[config.mk]
export PLATFORM = sky130hd
export DESIGN_NAME = utf8_stream_decoder_top
export DESIGN_NICKNAME = d
export VERILOG_FILES = /design/src/hdl/utf8sd_pkg.sv /design/src/hdl/utf8_stream_decoder_top.sv /design/src/hdl/utf8sd_decode.sv /design/src/hdl/utf8sd_outq.sv
export SDC_FILE = /design/constraint.sdc
export NUM_CORES = 1
export LEC_CHECK = 0
export ABC_CLOCK_PERIOD_IN_PS = 15800
export BUFFER_PORTS_ARGS = -buffer_cell sky130_fd_sc_hd__buf_2
export CAP_MARGIN = 20
export CORE_AREA = 2 2 136 138
export DETAILED_ROUTE_END_ITERATION = 12
export DIE_AREA = 0 0 138 140
export PLACE_DENSITY = 0.87
export SLEW_MARGIN = 20
export SYNTH_ARGS = -nofsm -noshare
export SYNTH_HDL_FRONTEND = slang
export SYNTH_HIERARCHICAL = 1
export SYNTH_SLANG_ARGS = --single-unit
[constraint.sdc]
create_clock -name i_clk -period 15.8 [get_ports i_clk]
set_input_delay 3.95 -clock i_clk [delete_from_list [all_inputs] [get_ports i_clk]]
set_output_delay 3.95 -clock i_clk [all_outputs]
set_load 0.01 [all_outputs]
[src/hdl/utf8sd_pkg.sv]
// ----------------------------------------------------------------------------
// utf8sd_pkg
// Shared types and byte-class constants for the UTF-8 stream decoder.
// ----------------------------------------------------------------------------
package utf8sd_pkg;

    // result kinds
    typedef enum logic [1:0] {
        KIND_CODE = 2'd0,
        KIND_BAD  = 2'd1,
        KIND_END  = 2'd2
    } t_kind;

    localparam int CODE_W = 21;
    localparam int CNT_W  = 16;

    // lead byte classes: tag under mask, and payload mask
    localparam logic [7:0] ASCII_LIMIT = 8'h80;
    localparam logic [7:0] LEAD2_MASK  = 8'hE0;
    localparam logic [7:0] LEAD2_TAG   = 8'hC0;
    localparam logic [7:0] LEAD2_BITS  = 8'h1F;
    localparam logic [7:0] LEAD3_MASK  = 8'hF0;
    localparam logic [7:0] LEAD3_TAG   = 8'hE0;
    localparam logic [7:0] LEAD3_BITS  = 8'h0F;
    localparam logic [7:0] LEAD4_MASK  = 8'hF8;
    localparam logic [7:0] LEAD4_TAG   = 8'hF0;
    localparam logic [7:0] LEAD4_BITS  = 8'h07;
    localparam logic [7:0] CONT_MASK   = 8'hC0;
    localparam logic [7:0] CONT_TAG    = 8'h80;
    localparam logic [7:0] CONT_BITS   = 8'h3F;

    // one result item
    typedef struct packed {
        t_kind              kind;
        logic [CODE_W-1:0]  code_value;
        logic [CNT_W-1:0]   char_count;
        logic               run_last;
    } t_result;

    // sequence state carried between bytes
    typedef struct packed {
        logic [CODE_W-1:0]  partial_code;
        logic [1:0]         bytes_due;
    } t_seq_state;

    // results produced by one byte, handed to the output queue
    typedef struct packed {
        logic [1:0] num;
        t_result    res0;
        t_result    res1;
    } t_push;

endpackage

[src/hdl/utf8_stream_decoder_top.sv]
// ----------------------------------------------------------------------------
// utf8_stream_decoder_top
// UTF-8 byte stream decoder with per-string codepoint indexing.
// ----------------------------------------------------------------------------
// Usage:
//   Input channel (i_in_valid / o_in_ready / i_byte_in) takes one string byte
//   per transfer; a zero byte ends the current string.
//   Output channel (o_out_valid / i_out_ready) delivers results: a decoded
//   codepoint, an invalid-sequence mark, or an end-of-string item carrying
//   the total count. o_run_last marks the last result of a byte.
//   Each byte yields zero, one or two results.
//   Results are registered in the result queue when their byte is taken.
//   One byte per cycle while bytes yield at most one result each and the
//   receiver takes every result; a byte with two results can hold off the
//   next byte, set by the single output port of the three-entry result queue.
//   Reset clears the pending sequence, the item count and the queue.
//   When the receiver stalls, up to three results are held and o_in_ready
//   drops once fewer than two entries are free.
// ----------------------------------------------------------------------------
module utf8_stream_decoder_top #(
    parameter int COUNT_BITS = 16
) (
    input  logic        i_clk,
    input  logic        i_rst_n,
    input  logic        i_in_valid,
    output logic        o_in_ready,
    input  logic [7:0]  i_byte_in,
    output logic        o_out_valid,
    input  logic        i_out_ready,
    output logic [1:0]  o_kind,
    output logic [20:0] o_code_value,
    output logic [15:0] o_char_count,
    output logic        o_run_last
);
    import utf8sd_pkg::*;

    t_seq_state            r_state;
    t_seq_state            n_state;
    logic [COUNT_BITS-1:0] r_count;
    logic [COUNT_BITS-1:0] n_count;
    t_push                 push;
    t_result               head;
    logic                  in_xfer;

    assign in_xfer = i_in_valid && o_in_ready;

    // byte decode
    utf8sd_decode #(
        .COUNT_BITS (COUNT_BITS)
    ) u_decode (
        .i_byte_in (i_byte_in),
        .i_state   (r_state),
        .i_count   (r_count),
        .o_state   (n_state),
        .o_count   (n_count),
        .o_push    (push)
    );

    // sequence state and item count
    always_ff @(posedge i_clk) begin
        if (!i_rst_n) begin
            r_state <= '0;
            r_count <= '0;
        end else if (in_xfer) begin
            r_state <= n_state;
            r_count <= n_count;
        end
    end

    // result queue
    utf8sd_outq u_outq (
        .i_clk       (i_clk),
        .i_rst_n     (i_rst_n),
        .i_push_en   (in_xfer),
        .i_push      (push),
        .o_room      (o_in_ready),
        .o_out_valid (o_out_valid),
        .i_out_ready (i_out_ready),
        .o_head      (head)
    );

    assign o_kind       = head.kind;
    assign o_code_value = head.code_value;
    assign o_char_count = head.char_count;
    assign o_run_last   = head.run_last;

endmodule

[src/hdl/utf8sd_decode.sv]
// ----------------------------------------------------------------------------
// utf8sd_decode
// Single-pass decode of one byte against the sequence state and item count.
// ----------------------------------------------------------------------------
module utf8sd_decode #(
    parameter int COUNT_BITS = 16
) (
    input  logic [7:0]               i_byte_in,
    input  utf8sd_pkg::t_seq_state   i_state,
    input  logic [COUNT_BITS-1:0]    i_count,
    output utf8sd_pkg::t_seq_state   o_state,
    output logic [COUNT_BITS-1:0]    o_count,
    output utf8sd_pkg::t_push        o_push
);
    import utf8sd_pkg::*;

    // saturating item counter step
    function automatic logic [COUNT_BITS-1:0] sat_inc(input logic [COUNT_BITS-1:0] v);
        sat_inc = (&v) ? v : v + 1'b1;
    endfunction

    logic                  is_cont;
    logic                  pend;
    logic                  bad_first;
    logic [COUNT_BITS-1:0] c1;
    logic [CODE_W-1:0]     shifted;
    t_result               lead_res;
    logic                  lead_emit;

    assign is_cont = (i_byte_in & CONT_MASK) == CONT_TAG;
    assign pend    = i_state.bytes_due != 2'd0;
    assign shifted = {i_state.partial_code[CODE_W-7:0], i_byte_in[5:0]};

    always_comb begin
        o_state   = i_state;
        o_count   = i_count;
        o_push    = '0;
        bad_first = 1'b0;
        c1        = i_count;
        lead_res  = '0;
        lead_emit = 1'b0;

        if (pend && is_cont) begin
            // continuation byte: shift in six bits
            o_state.partial_code = shifted;
            o_state.bytes_due    = i_state.bytes_due - 2'd1;
            if (i_state.bytes_due == 2'd1) begin
                o_push.num             = 2'd1;
                o_push.res0.kind       = KIND_CODE;
                o_push.res0.code_value = shifted;
                o_push.res0.char_count = CNT_W'(i_count);
                o_state.partial_code   = '0;
                o_count                = sat_inc(i_count);
            end
        end else begin
            // broken sequence: report it, then treat the byte as a lead
            if (pend) begin
                bad_first            = 1'b1;
                o_push.res0.kind     = KIND_BAD;
                o_push.res0.char_count = CNT_W'(i_count);
                c1                   = sat_inc(i_count);
                o_state.partial_code = '0;
                o_state.bytes_due    = 2'd0;
            end
            o_count = c1;

            // lead byte classification
            if (i_byte_in == 8'd0) begin
                lead_emit           = 1'b1;
                lead_res.kind       = KIND_END;
                lead_res.char_count = CNT_W'(c1);
                o_count             = '0;
            end else if (i_byte_in < ASCII_LIMIT) begin
                lead_emit           = 1'b1;
                lead_res.kind       = KIND_CODE;
                lead_res.code_value = CODE_W'(i_byte_in);
                lead_res.char_count = CNT_W'(c1);
                o_count             = sat_inc(c1);
            end else if ((i_byte_in & LEAD2_MASK) == LEAD2_TAG) begin
                o_state.partial_code = CODE_W'(i_byte_in & LEAD2_BITS);
                o_state.bytes_due    = 2'd1;
            end else if ((i_byte_in & LEAD3_MASK) == LEAD3_TAG) begin
                o_state.partial_code = CODE_W'(i_byte_in & LEAD3_BITS);
                o_state.bytes_due    = 2'd2;
            end else if ((i_byte_in & LEAD4_MASK) == LEAD4_TAG) begin
                o_state.partial_code = CODE_W'(i_byte_in & LEAD4_BITS);
                o_state.bytes_due    = 2'd3;
            end else begin
                lead_emit           = 1'b1;
                lead_res.kind       = KIND_BAD;
                lead_res.char_count = CNT_W'(c1);
                o_count             = sat_inc(c1);
            end

            // place the lead result behind any broken-sequence result
            if (bad_first && lead_emit) begin
                o_push.num  = 2'd2;
                o_push.res1 = lead_res;
            end else if (bad_first) begin
                o_push.num = 2'd1;
            end else if (lead_emit) begin
                o_push.num  = 2'd1;
                o_push.res0 = lead_res;
            end
        end

        // flag the last result of this byte
        if (o_push.num == 2'd2) begin
            o_push.res1.run_last = 1'b1;
        end else if (o_push.num == 2'd1) begin
            o_push.res0.run_last = 1'b1;
        end
    end

endmodule

[src/hdl/utf8sd_outq.sv]
// ----------------------------------------------------------------------------
// utf8sd_outq
// Three-entry result queue: takes up to two results per cycle, sends one.
// ----------------------------------------------------------------------------
module utf8sd_outq (
    input  logic                 i_clk,
    input  logic                 i_rst_n,
    input  logic                 i_push_en,
    input  utf8sd_pkg::t_push    i_push,
    output logic                 o_room,
    output logic                 o_out_valid,
    input  logic                 i_out_ready,
    output utf8sd_pkg::t_result  o_head
);
    import utf8sd_pkg::*;

    localparam int DEPTH = 3;

    t_result    r_entry [DEPTH];
    t_result    n_entry [DEPTH];
    logic [1:0] r_count;
    logic [1:0] n_count;
    logic [1:0] push_num;
    logic [1:0] base;
    logic       pop;

    assign o_out_valid = r_count != 2'd0;
    assign o_head      = r_entry[0];
    assign pop         = o_out_valid && i_out_ready;
    // room for a worst-case byte (two results) without counting on a pop
    assign o_room      = r_count <= 2'd1;
    assign push_num    = i_push_en ? i_push.num : 2'd0;
    assign base        = r_count - {1'b0, pop};

    // shift out on transfer, then append new results
    always_comb begin
        for (int k = 0; k < DEPTH; k++) begin
            if (pop && k < DEPTH - 1) begin
                n_entry[k] = r_entry[k + 1];
            end else begin
                n_entry[k] = r_entry[k];
            end
            if (push_num != 2'd0 && 2'(k) == base) begin
                n_entry[k] = i_push.res0;
            end
            if (push_num == 2'd2 && 2'(k) == base + 2'd1) begin
                n_entry[k] = i_push.res1;
            end
        end
        n_count = base + push_num;
    end

    always_ff @(posedge i_clk) begin
        if (!i_rst_n) begin
            r_count <= 2'd0;
        end else begin
            r_count <= n_count;
        end
    end

    always_ff @(posedge i_clk) begin
        for (int k = 0; k < DEPTH; k++) begin
            r_entry[k] <= n_entry[k];
        end
    end

    // never append past the last entry
    a_no_overflow: assert property (@(posedge i_clk) disable iff (!i_rst_n)
        (push_num != 2'd0) |-> (r_count <= 2'd1))
        else $error("result queue overflow");

    // a result not flagged last is always followed by its partner
    a_pair_kept: assert property (@(posedge i_clk) disable iff (!i_rst_n)
        (pop && !o_head.run_last) |=> o_out_valid)
        else $error("second result of a byte missing");

    // a transfer with nothing pushed drains exactly one entry
    a_drain_one: assert property (@(posedge i_clk) disable iff (!i_rst_n)
        (pop && push_num == 2'd0) |=> (r_count == $past(r_count) - 2'd1))
        else $error("queue count mismatch after transfer");

endmodule
==> metrics list <==
- The congestion estimate from routability-driven global placement came to 0.957.
- The library cells used most frequently in the layout, excluding fill and tap cells, are sky130_fd_sc_hd__nand2_1, sky130_fd_sc_hd__nor2_1, sky130_fd_sc_hd__edfxtp_1.
- The count of cells in the finished layout, fillers not included, comes to 1,290.
* Power per unit of standard cell area: 146 nW/µm²
- Hold path endpoint: r_state[16]
- Setup repair after global routing left no endpoint under its margin.
- Worst setup path startpoint: i_byte_in[7]
* First-pass GRT wire length: 40.0 mm
* Min-delay worst type: reg2reg
* Number of synthesis warnings: 6
- Remaining antenna violation count: 0
* Startpoint Class: input pin
- Measured in cells, the most critical reg-to-reg path has a length of 9.
- The clock passes through at most 2 buffers.
* Worst-path cell chain: buf_2 > nand2_1 > a31oi_1 > inv_1 > ha_1 > nand2_1 > inv_1 > nor3b_2 > nand3_2 > buf_4 > nand3_2
- Total congestion overflow: 0
* Insertion delay to the later sink of the worst-skew pair: 0.43 ns
- Antenna violations before repair: 2
- Cells after Synth: 1,097
- Static timing analysis puts the maximum clock frequency at 130 MHz.
* Clk pin slew, worst setup/hold paths: 0.06 ns
* Count of buffers from port buffering: 53
- The tool flagged a number of max-cap violations equal to 0.
- Largest fanout on the critical path: 81
* Fill cell total of the finished layout: 1,439
- The floorplan has 49 rows.
- Library cell used as clock root buffer: sky130_fd_sc_hd__clkbuf_16
- In this run, post-CTS hold repair placed 0 buffers.
- The synthesized netlist occupies a cell area of 10,300 µm².
- The run finished with clean final reports.
- Total via count after detailed routing: 8,436
- Area of the core: 17,800 µm²
* Met3 routed WL: 2.67 mm
- The pre-antenna-repair detailed-routing pass consisted of 6 iterations.
- TritonCTS buffer count: 17
- Num ports: 54
- Overall Power: 0.00155 W
- Fin. Hold Viols: 0
* Critical Path RT: 15.66 ns
- Cell at the slowest stage of the critical path: sky130_fd_sc_hd__nand3_2
- Final period utilization: 48.6%
- Pin count of the biggest net entering global routing: 82
- Arrival time of data at the critical path endpoint: 7.55 ns
- TritonCTS clock tree: built
- Leaving out fill and tap cells, the most frequent cell in the layout is sky130_fd_sc_hd__nand2_1.
* Die outline width: 138 µm
- Detailed routing placed a total of 11.8 mm of wire on met2.
* Final setup skew: 0.00861 ns
- For this block, the initial DRC count from the detailed router was 1,231.
* Drc violations: 0
- CTS H-tree lvls: 4
* Hold path start: r_state[16]
- Crit path kind: in2reg
* Global routing usage summed across all routing layers: 25.7%
- Reg2reg setup slack: 11.10 ns
- Each instance of the synthesized netlist takes up on average 9.38 µm².
- Post-synthesis to final-layout area growth: 3.15%
- Number of buffers and inverters on the critical path: 4
- Via count of the first global-routing pass: 7,520
- Broken down by cell family, the worst path's largest delay share belongs to simple AND/OR/NAND/NOR gates.
* Worst-case hold slack: 0.460 ns
* Placed Instances: 1,255
* Highest routed layer: met5
* Slew headroom: 27.3%
- Measured along the y axis, the die boundary spans 140 µm.
- Worst supply voltage drop on vdd: 103 µV
- DR vias/cell: 6.54
- Post CTS Setup Buffer Count: 0
- Clock net sink count: 155
- HPWL Detailed: 16.2 mm
- STA classifies the critical path endpoint as a register.
* Total of endpoints with negative setup slack in the final report: 0
- Post-layout minimum cycle time: 7.68 ns
* Number of nets in the layout: 1,065
- Routed length per instance: 19.9 µm
- Total count of max-transition violations in the final report: 0
- Die Outline Area: 19,300 µm²
* Stages on worst setup path: 11
- Delay of the slowest cell on the worst path: 0.92 ns
* Post-CTS Resized: 0
- Layout cells sized above 1: 16.1%
- At the pin with the least slew margin, the transition time is 1.09 ns.
- Sum Neg Setup Slack: 0 ns
- The worst register-to-register path begins at r_state[0].
* Drt total wl: 25.6 mm
* R2r endpoint: u_outq/r_entry[0][12]
* Leakage power of the design: 4.19 nW
- M1 wire length: 10.5 mm
* Initial Utilization: 57.9%
- Counting instances, the worst hold path has a depth of 2.
## power by group
group	internal, W	switching (W)
Clock	0.000216	0.000170
Combinational	0.000160	0.000346
Sequential	0.000621	0.0000354
## worst reg2reg max path, delay by kind of cell (launching register included)
family	cells	cell delay (ns)
buf+inv	3	0.98
compound gates	1	0.34
simple gates	4	1.80
fa+ha+maj	1	0.62
flops	1	0.35
## registers in the layout, indices dropped and copies added (netlist names)
| register | count |
|---|---|
| r_count | 16 |
| u_outq/r_count | 2 |
| u_outq/r_entry | 120 |
| r_state | 17 |
## worst max path at each step
stage | endpoint | slack (ns)
finish | u_outq/r_entry[0][12] | 8.12
global route | u_outq/r_entry[0][9] | 7.82
CTS | u_outq/r_entry[0][52] | 7.96
detailed placement | u_outq/r_entry[0][48] | 7.54
global placement | u_outq/r_entry[0][50] | 7.71
floorplan | u_outq/r_entry[0][100] | 6.83
## cell type report
cell class / count / area [µm²] / share of cell area [%]
multi-input combinational: 799 / 5060 / 47.7
sequential: 155 / 4300 / 40.5
clock buffer: 17 / 425 / 4.01
timing repair buffer: 64 / 375 / 3.53
tap: 229 / 287 / 2.70
clock inverter: 15 / 125 / 1.18
inverter: 10 / 37.5 / 0.353
antenna: 1 / 2.50 / 0.0236
## stage by stage
| stage | setup slack, ns | instance area [µm²] | util [%] |
|---|---|---|---|
| global placement | 7.71 | 10000 | 56.4 |
| floorplan | 6.83 | 10300 | - |
| global route | 7.82 | 10600 | 59.7 |
| CTS | 7.96 | 10600 | 59.5 |
| finish | 8.12 | 10600 | 59.7 |
| detailed placement | 7.54 | 10000 | 56.4 |
## per-layer routing
| metal | global-route usage [%] | vias to the layer above |
|---|---|---|
| li1 | - | 3842 |
| met1 | 36.8 | 4001 |
| met2 | 39.7 | 535 |
| met4 | 8.59 | 2 |
| met5 | 0 | - |
| met3 | 4.92 | 56 |
No activity file was read; power rests on OpenSTA's default activity.
